<file path="config.mk">
export PLATFORM = sky130hd
export DESIGN_NAME = vxh_front
export DESIGN_NICKNAME = d
export VERILOG_FILES = /design/src/rtl/core/vxh_pkg.sv /design/src/rtl/core/vxh_front.sv
export SDC_FILE = /design/constraint.sdc
export NUM_CORES = 1
export LEC_CHECK = 0
export BUFFER_PORTS_ARGS = -buffer_cell sky130_fd_sc_hd__clkbuf_2
export CAP_MARGIN = 20
export CORE_MARGIN = 1
export CORE_UTILIZATION = 25
export DETAILED_ROUTE_END_ITERATION = 7
export SYNTH_ARGS = -nofsm -noshare
export SYNTH_HDL_FRONTEND = slang
export SYNTH_SLANG_ARGS = --single-unit
</file>
<file path="constraint.sdc">
create_clock -name vclk -period 9.1
set_input_delay 0.91 -clock vclk [all_inputs]
set_output_delay 0.91 -clock vclk [all_outputs]
set_load 0.02 [all_outputs]
</file>
<file path="src/rtl/core/vxh_pkg.sv">
package vxh_pkg;

  localparam int GRID_CELLS_DEFAULT = 160;
  localparam int COUNT_BITS_DEFAULT = 16;

  // index width that covers every supported grid size
  localparam int IDX_BITS = 10;
  localparam int QUEUE_DEPTH = 2;
  localparam int PADDR_BITS = 5;

  typedef struct packed {
    logic        func;
    logic [23:0] point_x;
    logic [23:0] point_y;
    logic [23:0] point_z;
    logic [7:0]  read_row;
    logic [7:0]  read_col;
  } request_t;

  typedef struct packed {
    logic        accepted;
    logic [7:0]  cell_row;
    logic [7:0]  cell_col;
    logic [15:0] cell_count;
    logic        occupied;
  } result_t;

  typedef struct packed {
    logic [8:0]  exclude_x_low;
    logic [8:0]  exclude_x_high;
    logic [8:0]  exclude_y_low;
    logic [8:0]  exclude_y_high;
    logic [7:0]  height_low;
    logic [7:0]  height_high;
    logic [15:0] count_threshold;
  } cfg_t;

  localparam cfg_t CFG_RESET = '{
    exclude_x_low:   9'h1fb,
    exclude_x_high:  9'd5,
    exclude_y_low:   9'h1fd,
    exclude_y_high:  9'd3,
    height_low:      8'd0,
    height_high:     8'd6,
    count_threshold: 16'd5
  };

  typedef enum logic [2:0] {
    REG_EXCLUDE_X_LOW   = 3'd0,
    REG_EXCLUDE_X_HIGH  = 3'd1,
    REG_EXCLUDE_Y_LOW   = 3'd2,
    REG_EXCLUDE_Y_HIGH  = 3'd3,
    REG_HEIGHT_LOW      = 3'd4,
    REG_HEIGHT_HIGH     = 3'd5,
    REG_COUNT_THRESHOLD = 3'd6
  } reg_idx_t;

  typedef enum logic [1:0] {
    KIND_COUNT,
    KIND_REJECT,
    KIND_READ,
    KIND_READ_MISS
  } kind_t;

  typedef struct packed {
    kind_t               kind;
    logic [IDX_BITS-1:0] row;
    logic [IDX_BITS-1:0] col;
  } job_t;

endpackage

</file>
<file path="src/rtl/core/vxh_front.sv">
module vxh_front import vxh_pkg::*; #(
  parameter int GRID_CELLS = GRID_CELLS_DEFAULT
) (
  input  logic     in_valid,
  output logic     in_ready,
  input  request_t in_req,
  input  cfg_t     cfg,
  input  logic     q_full,
  input  logic     clearing,
  output logic     push,
  output job_t     push_job
);

  localparam logic signed [19:0] GRID_HI = 20'(GRID_CELLS);
  localparam logic signed [19:0] GRID_LO = -GRID_HI;
  localparam int HALF = GRID_CELLS / 2;
  localparam logic [6:0] ROUND_HALF = 7'd64;

  // round half to even, 1/256 m to half-metre voxels
  function automatic logic signed [17:0] to_voxel(input logic [23:0] c);
    logic signed [17:0] fl;
    logic [6:0] rem;
    logic up;
    fl = signed'({c[23], c[23:7]});
    rem = c[6:0];
    up = (rem > ROUND_HALF) || ((rem == ROUND_HALF) && fl[0]);
    return fl + 18'(up);
  endfunction

  function automatic logic in_grid(input logic signed [17:0] v);
    logic signed [19:0] x2;
    x2 = signed'({v[17], v, 1'b0});
    return (x2 > GRID_LO) && (x2 < GRID_HI);
  endfunction

  logic signed [17:0] vx, vy, vz;
  logic signed [17:0] xl, xh, yl, yh, hl, hh;
  logic in_bounds, boxed, keep, rd_ok;
  logic [17:0] row_full, col_full;

  assign vx = to_voxel(in_req.point_x);
  assign vy = to_voxel(in_req.point_y);
  assign vz = to_voxel(in_req.point_z);

  assign xl = 18'(signed'(cfg.exclude_x_low));
  assign xh = 18'(signed'(cfg.exclude_x_high));
  assign yl = 18'(signed'(cfg.exclude_y_low));
  assign yh = 18'(signed'(cfg.exclude_y_high));
  assign hl = 18'(signed'(cfg.height_low));
  assign hh = 18'(signed'(cfg.height_high));

  assign in_bounds = in_grid(vx) && in_grid(vy) && (vz > hl) && (vz < hh);
  assign boxed = (vx > xl) && (vx < xh) && (vy > yl) && (vy < yh);
  assign keep = in_bounds && !boxed;

  assign row_full = vx + 18'(HALF);
  assign col_full = vy + 18'(HALF);

  assign rd_ok = (11'(in_req.read_row) < 11'(GRID_CELLS))
              && (11'(in_req.read_col) < 11'(GRID_CELLS));

  assign in_ready = !q_full && !clearing;
  assign push = in_valid && in_ready;

  always_comb begin
    push_job = '0;
    if (in_req.func) begin
      push_job.kind = rd_ok ? KIND_READ : KIND_READ_MISS;
      push_job.row = IDX_BITS'(in_req.read_row);
      push_job.col = IDX_BITS'(in_req.read_col);
    end else if (keep) begin
      push_job.kind = KIND_COUNT;
      push_job.row = row_full[IDX_BITS-1:0];
      push_job.col = col_full[IDX_BITS-1:0];
    end else begin
      push_job.kind = KIND_REJECT;
    end
  end

endmodule

</file>
; ---- Yosys cells after proc, flatten, opt, wreduce, memory -nomap -nowiden
; Cells that the tools add are included.
[totals]
latch_bits = 0
reg_bits = 0
ramBits = 0
mem_count = 0
mem_bits_ro = 0
input_bits = 160
elab_cells = 48
[op_classes]
add_sub_neg = 5
muxes = 4
reduce_logical = 21
magnitude_cmp = 15
mul = 0
shift = 0
bitwise = 0
n_eq_ne = 3
div_mod_pow = 0
[op_table]
columns = cell, n
row1 = 17-bit by 2-bit adder with 18-bit output, 3
row2 = 19-bit by 9-bit > comparator with 1-bit output (second input constant), 2
row3 = 19-bit by 9-bit less-than comparator with 1-bit output (second input constant), 2
row4 = 18-bit by 9-bit > comparator with 1-bit output, 2
row5 = 18-bit by 9-bit less-than comparator with 1-bit output, 2
row6 = 22-bit 2-to-1 mux, 1
row7 = 7-bit == test (second input constant), 3
row8 = 7-bit > comparator (second input constant), 3
row9 = 10-bit by 8-bit adder with 10-bit output (second input constant), 2
row10 = 20-bit 2-to-1 mux, 1
row11 = 18-bit by 8-bit > comparator with 1-bit output, 1
row12 = 18-bit by 8-bit less-than comparator with 1-bit output, 1
row13 = 8-bit less-than comparator (second input constant), 2
row14 = 1-bit logical AND, 15
row15 = 1-bit logical NOT, 3
row16 = 1-bit logical OR, 3
row17 = 1-bit 2-to-1 mux, 2

; ---- Logic depth before layout (Yosys ltp)
[depth]
word_depth = 12
mapped_depth = 17
depth_no_buf = 16

; ---- Worst setup path after synthesis
; Ideal clock, no wire load.
[synth_timing]
path_kind = input port to output port
start = input port in_req[75] in the netlist's numbering
end = output port push_job[20] in the netlist's numbering
t_required_ps = 8190
n_path_buf = 3
path_slack_ps = 3549
path_stages = 16
arrival_ps = 4641
cell_sequence = buf_2 > nand4_1 > or3_1 > buf_2 > or4_1 > nand2_1 > ha_1 > a211oi_1 > o21ai_0 > o2111ai_1 > nand4b_1 > a211oi_1 > or4b_2 > o211ai_4 > buf_6 > o21a_1
[synth_lines]
columns = item, line
row1 = start: declaration, vxh_front.sv:6  ; input request_t in_req,
row2 = end: declaration, vxh_front.sv:11  ; output job_t push_job

==> results.yml <==
status:
  status: "complete, no violations"
final_layout:
  layout.nets: 1058
  area.sequential_um2: 0
  fin_util: 0.3169
  area_growth_syn_to_layout_pct: 22.63
  fill_cells: 1934
  stdcell_count: 1014
  final_cell_mix: "clkbuf_2, ha_1, inv_1, nand2_1, nor2_1"
  final_common_cell: "clkbuf_2"
  numSequentialCells: 0
  nClkBuffers: 0
  diodes: 0
  drive_gt1_frac: 0.2256
floorplanning:
  chipHeight_um: 136.2
  ios: 184
  start_util: 0.2584
  rows: 48
  coreArea_mm2: 0.01742
  dieWidth_um: 136.2
  dieArea_mm2: 0.01854
route:
  drtIter0Drc: 326
  drc: 0
  vias: 5135
  wl_mm: 15.03
  dr.pass1.iters: 5
  wl_per_cell_um: 14.82
  drtAntennaViolNets: 0
  vias_per_cell: 5.064
synth:
  synth_area_per_cell_um2: 7.043
  yosysUniqueCellTypes: 65
  ys_seq_area_frac: 0
  netlist_area_mm2: 0.004501
  ys_warn_count: 0
  postSynthCellCount: 639
min_path:
  hold_class: "primary input to output port"
sta:
  hold_viol: 0
  fmax_mhz: 156.0
  max_slew_margin: 0.4264
  period_minus_slack_ns: 6.409
  fin_ws_ns: 2.691
  finalMaxSlewViolations: 0
  setup_violations: 0
  fin_crit_sh: 0.7043
  worst_slew_pin_slew_ns: 0.8525
  fin_setup_tns_ns: 0
  rsz0062_at_grt: "no"
pwr:
  irDropWorstVdd_v: 0.00001624
  powerDensity_mw_per_mm2: 41.93
  leakagePower_nw: 2.815
setup_path:
  worstSetupPathType: "primary input to output port"
  cp.required_ns: 8.19
  start_kind: "primary input"
  cp_max_fo: 19
  critPathCaptureType: "output port"
  cp_data_arrival_time_ns: 5.50
clocking:
  post_cts_buffers: 0
  hold_buffers: 0
  cts_resized: 0
global_route:
  gr-total-overflow: 0
  grt.total_usage: 0.1564
  antenna_found_initial: 2
  grt_pass1_vias: 4862
  grt_max_degree: 20
  grt_pass1_wl_mm: 23.27
placed_design:
  dp.cells: 1014
  place_ws_ns: 2.674
  port_buffers: 166
  dp_hpwl_mm: 13.25
  gp_congestion: 0.8956
job:
  cap_viol_max_count: 0
report_power, final:
part           switching (mW)  internal [mW]  leakage (nW)
registers                   0              0             0
logic                   0.134         0.0977          2.82
clock network               0              0             0
cells in the mapped netlist, drive strengths merged (5+ instances only):
cell | n | area, um^2
ha | 107 | 1339
inv | 76 | 285.3
nand2 | 59 | 221.5
o21ai | 37 | 185.2
a21oi | 34 | 173.9
nor2 | 34 | 127.6
nand3 | 29 | 145.1
xnor2 | 29 | 254.0
nand4 | 28 | 181.4
xor2 | 19 | 166.4
nor4 | 15 | 100.1
a21o | 14 | 105.1
buf | 11 | 75.07
nor3 | 11 | 65.06
o31ai | 11 | 82.58
and4 | 10 | 90.09
and3 | 9 | 56.30
a211oi | 8 | 60.06
nor2b | 8 | 50.05
and2 | 6 | 37.54
clkbuf | 6 | 22.52
nand2b | 6 | 37.54
mux2i | 5 | 50.05
o21a | 5 | 37.54
worst max-delay path, stage by stage:
cell and delay, ns:
clkbuf_2 0.13, and2_1 0.16, ha_1 0.20, nand3_1 0.26, nor4_1 0.67, nand4_1 0.20
xnor2_1 0.21, ha_1 0.20, nand2b_1 0.13, mux2i_1 0.17, o221ai_1 0.14, nand4b_1 0.22
a211oi_1 0.22, or4b_2 0.67, o211ai_4 0.58, o31ai_1 0.21, clkbuf_2 0.20
per-stage QoR:
step,hold WS (ns),area (um^2),total power [mW]
floorplan,1.900,4504,0.1456
global placement,2.069,5519,0.2281
detailed placement,2.075,5519,0.2312
global route,2.097,5519,0.2639
finish,2.072,5519,0.2314
CTS,2.075,5519,0.2324
per-layer routing:
layer,track usage,share of wire
met3,0.01268,0.060
met2,0.2941,0.48
met1,0.2001,0.46
met5,0,0
met4,0.006790,0.0019
logic make-up after synthesis:
family | count (synthesis) | share of synthesized area
and+or+nand+nor | 230 | 0.2736
AOI/OAI and AO/OA | 151 | 0.2241
adders and majority gates | 109 | 0.3019
buffers and inverters | 93 | 0.08507
xor gates and xnor gates | 50 | 0.1034
muxes | 5 | 0.01112
other | 1 | 0.0008332
worst paths after layout:
| path | startpoint | endpoint | slack, ns | depth (start not counted) |
|---|---|---|---|---|
| hold / removal | q_full | in_ready | 2.07 | 3 |
| setup / recovery | in_req[71] | push_job[0] | 2.69 | 17 |
cell type report:
cell class         count  area [um^2]  share of cell area
multi-input cells    547         4121              0.7468
inverters             76        285.3             0.05169
well taps            225        281.5             0.05101
repair buffers       166        830.8              0.1505
(Power assumes the default switching activity.)
