File: src/rtl/core/vxh_pkg.sv
package vxh_pkg;

  localparam int GRID_CELLS_DEFAULT = 160;
  localparam int COUNT_BITS_DEFAULT = 16;

  // index width that covers every supported grid size
  localparam int IDX_BITS = 10;
  localparam int QUEUE_DEPTH = 2;
  localparam int PADDR_BITS = 5;

  typedef struct packed {
    logic        func;
    logic [23:0] point_x;
    logic [23:0] point_y;
    logic [23:0] point_z;
    logic [7:0]  read_row;
    logic [7:0]  read_col;
  } request_t;

  typedef struct packed {
    logic        accepted;
    logic [7:0]  cell_row;
    logic [7:0]  cell_col;
    logic [15:0] cell_count;
    logic        occupied;
  } result_t;

  typedef struct packed {
    logic [8:0]  exclude_x_low;
    logic [8:0]  exclude_x_high;
    logic [8:0]  exclude_y_low;
    logic [8:0]  exclude_y_high;
    logic [7:0]  height_low;
    logic [7:0]  height_high;
    logic [15:0] count_threshold;
  } cfg_t;

  localparam cfg_t CFG_RESET = '{
    exclude_x_low:   9'h1fb,
    exclude_x_high:  9'd5,
    exclude_y_low:   9'h1fd,
    exclude_y_high:  9'd3,
    height_low:      8'd0,
    height_high:     8'd6,
    count_threshold: 16'd5
  };

  typedef enum logic [2:0] {
    REG_EXCLUDE_X_LOW   = 3'd0,
    REG_EXCLUDE_X_HIGH  = 3'd1,
    REG_EXCLUDE_Y_LOW   = 3'd2,
    REG_EXCLUDE_Y_HIGH  = 3'd3,
    REG_HEIGHT_LOW      = 3'd4,
    REG_HEIGHT_HIGH     = 3'd5,
    REG_COUNT_THRESHOLD = 3'd6
  } reg_idx_t;

  typedef enum logic [1:0] {
    KIND_COUNT,
    KIND_REJECT,
    KIND_READ,
    KIND_READ_MISS
  } kind_t;

  typedef struct packed {
    kind_t               kind;
    logic [IDX_BITS-1:0] row;
    logic [IDX_BITS-1:0] col;
  } job_t;

endpackage

File: src/rtl/core/vxh_queue.sv
module vxh_queue import vxh_pkg::*; (
  input  logic clk,
  input  logic rst,
  input  logic push,
  input  job_t push_job,
  output logic full,
  input  logic pop,
  output job_t pop_job,
  output logic empty
);

  localparam int PTR_BITS = (QUEUE_DEPTH > 1) ? $clog2(QUEUE_DEPTH) : 1;
  localparam int CNT_BITS = $clog2(QUEUE_DEPTH + 1);

  job_t slots [QUEUE_DEPTH];
  logic [PTR_BITS-1:0] wr_ptr, rd_ptr;
  logic [CNT_BITS-1:0] count;
  logic do_push, do_pop;

  assign full = (count == CNT_BITS'(QUEUE_DEPTH));
  assign empty = (count == '0);
  assign do_push = push && !full;
  assign do_pop = pop && !empty;
  assign pop_job = slots[rd_ptr];

  function automatic logic [PTR_BITS-1:0] bump(input logic [PTR_BITS-1:0] p);
    return (p == PTR_BITS'(QUEUE_DEPTH - 1)) ? '0 : p + PTR_BITS'(1);
  endfunction

  always_ff @(posedge clk) begin
    if (do_push) begin
      slots[wr_ptr] <= push_job;
    end
  end

  always_ff @(posedge clk) begin
    if (rst) begin
      wr_ptr <= '0;
      rd_ptr <= '0;
      count <= '0;
    end else begin
      if (do_push) begin
        wr_ptr <= bump(wr_ptr);
      end
      if (do_pop) begin
        rd_ptr <= bump(rd_ptr);
      end
      if (do_push && !do_pop) begin
        count <= count + CNT_BITS'(1);
      end else if (do_pop && !do_push) begin
        count <= count - CNT_BITS'(1);
      end
    end
  end

endmodule

File: config.mk
export PLATFORM = sky130hd
export DESIGN_NAME = vxh_queue
export DESIGN_NICKNAME = d
export VERILOG_FILES = /design/src/rtl/core/vxh_pkg.sv /design/src/rtl/core/vxh_queue.sv
export SDC_FILE = /design/constraint.sdc
export NUM_CORES = 1
export LEC_CHECK = 0
export CAP_MARGIN = 0
export CORE_ASPECT_RATIO = 1.1
export CORE_UTILIZATION = 55
export DETAILED_ROUTE_END_ITERATION = 8
export DONT_BUFFER_PORTS = 1
export PLACE_DENSITY = 0.68
export SLEW_MARGIN = 25
export SYNTH_ARGS = -nofsm -noshare
export SYNTH_HDL_FRONTEND = slang
export SYNTH_SLANG_ARGS = --single-unit
File: constraint.sdc
create_clock -name clk -period 2.3 [get_ports clk]
set_clock_uncertainty 0.05 [all_clocks]
set_input_delay 0.345 -clock clk [delete_from_list [all_inputs] [get_ports clk]]
set_output_delay 0.345 -clock clk [all_outputs]
set_load 0.005 [all_outputs]
Word-level counts from Yosys, hierarchy flattened
Memory sizes are Yosys's and may differ from the RTL's. A register that Yosys moved wholly into a read port is not among the register bits.
Cells that the tools add are included.

word-level totals
  memories = 1
  bits of input ports = 26
  bits in writable memories = 44
  flip-flop bits (word level) = 4
  output and inout bits = 24

operators by class
  multiplexer cells = 8
  add/sub/neg operators = 4
  equality and inequality tests = 1
  reduce and logical (&&, ||, !) cells = 10

memories
  memory  depth  bits a word  read ports  clocked after memory_dff  write ports  RTL line         text
  slots   2      22           1           1                         1            vxh_queue.sv:15  job_t slots [QUEUE_DEPTH];

operators with widths
  kind                                                                 count
  1-bit 2-to-1 mux                                                     6
  1-bit logical AND                                                    4
  1-bit logical NOT                                                    4
  2-bit 2-to-1 mux                                                     2
  1-bit adder (second input constant)                                  2
  2-bit by 1-bit adder with 2-bit output (second input constant)       1
  2-bit equality test (second input constant)                          1
  2-bit logical NOT                                                    1
  2-bit nonzero test                                                   1
  2-bit by 1-bit subtractor with 2-bit output (second input constant)  1

Logic depth before layout (Yosys ltp)
  depth in word-level cells = 7
  mapped depth = 6
  depth with buffers taken out = 6

Worst setup path after synthesis
OpenSTA, ideal clock, no wires.

  path type = flip-flop to flip-flop
  from = register count[1]
  to = memory slots[0][0] (netlist bit), enable pin
  stages on the path, launching flop included = 4
  arrival time = 1,256 ps
  data required time = 1,873 ps
  slack = 617 ps
  setup time = 377 ps
  period minus slack after synthesis = 1,683 ps
  path buffers = 0
  cells stage by stage = dfxtp_1 > nor2b_2 > or3_1 > inv_1

on the way
  longest elaborated chain between the ends = 5

ends and longest elaborated chain
  item                                    RTL line         text
  from (decl)                             vxh_queue.sv:17  logic [CNT_BITS-1:0] count;
  from (signal assigned)                  vxh_queue.sv:49  count <= count + CNT_BITS'(1);
  from (signal assigned)                  vxh_queue.sv:51  count <= count - CNT_BITS'(1);
  2-bit equality test                     vxh_queue.sv:20  assign full = (count == CNT_BITS'(QUEUE_DEPTH));
  named net full                          vxh_queue.sv:6   output logic full,
  1-bit logical NOT                       vxh_queue.sv:22  assign do_push = push && !full;
  1-bit logical AND                       vxh_queue.sv:22
  1-bit 2-to-1 mux                        vxh_queue.sv:31  if (do_push) begin
  1-bit 2-to-1 mux (implied by the code)  vxh_queue.sv:32  slots[wr_ptr] <= push_job;
  to (decl)                               vxh_queue.sv:15

The timed path passes the listed nets, and every way through them passes these cells.

==> results.txt <==
----------------------------------------------------
[Floorplan]
  Ports ... 50
  Num rows ... 21
  Area of the core ... 3070 µm²
  Overall die area ... 3500 µm²
  X dimension of the die ... 56.5 µm
  Die H ... 61.9 µm
  Initial standard-cell utilization of the core ... 58.4%

[STA]
  Setup repair after global routing missed its margin ... no
  Worst setup slack after layout ... 0.374 ns
  Final-report max-slew violation count ... 0
  Fin crit share ... 83.7%
  Final Hold Viols ... 0
  Tmin final ... 1.93 ns
  Top achievable clock speed ... 519 MHz
  Least-Margin Pin Slew ... 0.386 ns
  Worst slew margin relative to its limit ... 74.2%
  Count of final setup violators ... 0
  Final total negative setup slack ... 0 ns

[Critical path]
  Critical-path cell with the highest stage delay ... dfxtp_1
  Max FO, Critical Path ... 9
  Worst path cell trace ... buf_4 > mux2_2
  Worst endpoint required time ... 1.90 ns
  Startpoint type of the worst setup path ... flip-flop
  Type of the setup path with the least slack ... flip-flop to output port
  CP max stage delay ... 0.58 ns
  Capturing element type of the critical path ... output port
  Critical path arrival ... 1.53 ns

[Clock network]
  Clock latency on the worst-skew pair ... 0.35 ns
  Clock H-tree levels ... 2
  CTS max path bufs ... 2
  Sinks on Clock Net ... 49
  Setup Fix Bufs, Post-CTS ... 0
  Clock slew at reported path FFs ... 0.13 ns
  Clock Root Buffer ... clkbuf_4
  TritonCTS clock tree ... done
  CTS buffer count ... 5

[Power]
  Power after layout ... 2.03 mW
  Maximum vdd ir drop ... 0.696 mV
  Leakage power of the design ... 0.745 nW
  Power per standard cell area ... 941 nW/µm²

[Placement]
  Total half-perimeter wirelength after legalization and detailed placement ... 1720 µm
  Buffers on Ports ... 0
  Setup slack at placement ... 0.692 ns
  Gp weighted congestion ... 0.659
  Post-Place Cell Area ... 1870 µm²

[Final layout]
  Nets@finish ... 153
  Area growth from synthesis to layout ... 19.8%
  Ratio of cells with drive above 1 in the final layout ... 28.3%
  Number of inserted diodes ... 0
  Final instance area ... 2150 µm²

[Synthesis]
  Synthesized net count ... 120
  Flop and latch count out of synthesis ... 49
  Cell types with the largest area share after synthesis ... edfxtp_1 74%, mux2_2 14%, dfxtp_1 5.6%, xor2_1 1.5%, nor2_1 1.0%
  Post-synth cell types ... 13
  Instance count of the mapped netlist ... 93
  Netlist area before placement ... 1800 µm²
  Sequential element share of the synthesized area ... 79.1%
  Post-synth top area share ... 73.5%
  Avg Cell Area, Syn ... 19.3 µm²
  Cell type with the highest aggregate area in the netlist ... edfxtp_1
  Synthesis warning total ... 0

[Hold path]
  Type of the most critical hold path ... input port to flip-flop

[Global routing]
  Number of global-route vias before repair ... 773
  Global route overflow ... 0
  Largest net degree at the start of global routing ... 21
  Antenna violations before repair ... 0
  First-pass GRT wire length ... 3680 µm
  Total routing usage reported by global routing ... 15.2%

[Routing]
  Avg Vias per Cell ... 5.36
  Drt pass-1 iters ... 3
  Vias ... 863
  DR iter-0 viols ... 10
  Final wirelength ... 2580 µm
  Average wire length per cell after detail routing ... 16.0 µm
  Number of remaining DRC errors ... 0
  Number of antenna-violating nets in the routed design ... 0

[Job]
  Number of max-cap violations ... 0

[Run status]
  Outcome ... completed

----------------------------------------------------
## placed cells by master (no fill, tap or decap)
| master | Yosys | layout |
|---|---|---|
| clkbuf_4 | 0 | 5 |
| edfxtp_1 | 44 | 44 |
| o21ai_0 | 3 | 3 |
| xor2_1 | 3 | 3 |
| dlygate4sd3_1 | 0 | 23 |
| buf_4 | 0 | 5 |
| nor2_1 | 5 | 5 |
| ha_1 | 1 | 1 |
| mux2_2 | 22 | 22 |
| or3_1 | 2 | 2 |
| clkinvlp_4 | 0 | 1 |
| and2_1 | 1 | 1 |
| dfxtp_1 | 5 | 5 |
| inv_1 | 2 | 2 |
| clkinv_2 | 0 | 2 |
| a21oi_1 | 2 | 2 |
| nor2b_2 | 1 | 1 |
## timing repair
item,CTS,global route
endpoints found under the hold margin,5,44
endpoints found under the setup margin,0,0
gates resized for setup,0,0
hold buffers,1,22
## critical path, delay by kind of cell (launching register included)
| family | cells | cell delay, ns |
|---|---|---|
| flip-flops | 1 | 0.58 |
| multiplexers | 1 | 0.36 |
| buffers and inverters | 1 | 0.25 |
## per-layer routing
metal	wire (µm)	track usage, %	up-vias
met5	0	0	-
met1	1060	16.6	414
met3	126	9.32	4
met4	26	6.27	0
met2	1360	24.5	28
li1	-	-	417
## where the power goes
group	switching [mW]	leakage (nW)	total [mW]	internal (mW)
Clock	0.250	0.0310	0.366	0.116
Combinational	0.232	0.261	0.474	0.242
Sequential	0.0637	0.452	1.18	1.12
Total	0.546	0.745	2.03	1.48
## cell usage after synthesis, drive strengths merged
cell type	count
and2	1
a21oi	2
dfxtp	5
mux2	22
o21ai	3
edfxtp	44
nor2b	1
inv	2
or3	2
ha	1
buf	2
nor2	5
xor2	3
## stage by stage
step,hold WS [ns],utilization (%),std cells
final,0.235,70.0,161
after global routing,0.210,70.0,161
after CTS,0.00663,62.8,139
after detailed placement,0.368,60.7,130
after global placement,0.366,60.7,130
after floorplan,0.364,-,93
## layout make-up
class | count | area (µm²)
clock buffer | 5 | 37.5
clock inverter | 3 | 17.5
fill | 212 | 922
inverter | 2 | 7.51
multi-input combinational | 40 | 358
sequential | 49 | 1420
tap | 34 | 42.5
timing repair buffer | 28 | 268
## registers in the layout (all words and copies together), names as in the netlist, named ones only
register / cells
slots: 44
count: 2
rd_ptr: 1
wr_ptr: 1
## logic make-up (layout without fill, tap and decap cells)
logic type                 count (synthesis)  count (layout)  synth area share [%]
and+or+nand+nor                            9               9                  2.58
buffers and inverters                      4              38                 0.975
muxes                                     22              22                  13.8
AOI/OAI and AO/OA                          5               5                  1.39
DFF                                       49              49                  79.1
adders and majority gates                  1               1                 0.696
xor gates and xnor gates                   3               3                  1.46
## worst paths after layout
| path | end | depth (start not counted) | from | slack, ns |
|---|---|---|---|---|
| worst max register to register | count[1] | 5 | count[1] | 0.66 |
| worst min-delay path | wr_ptr | 3 | push | 0.24 |
| worst max-delay path | pop_job[9] | 2 | flip-flop | 0.37 |
| worst min register to register | wr_ptr | 2 | wr_ptr | 0.46 |
(Power assumes the default switching activity.)
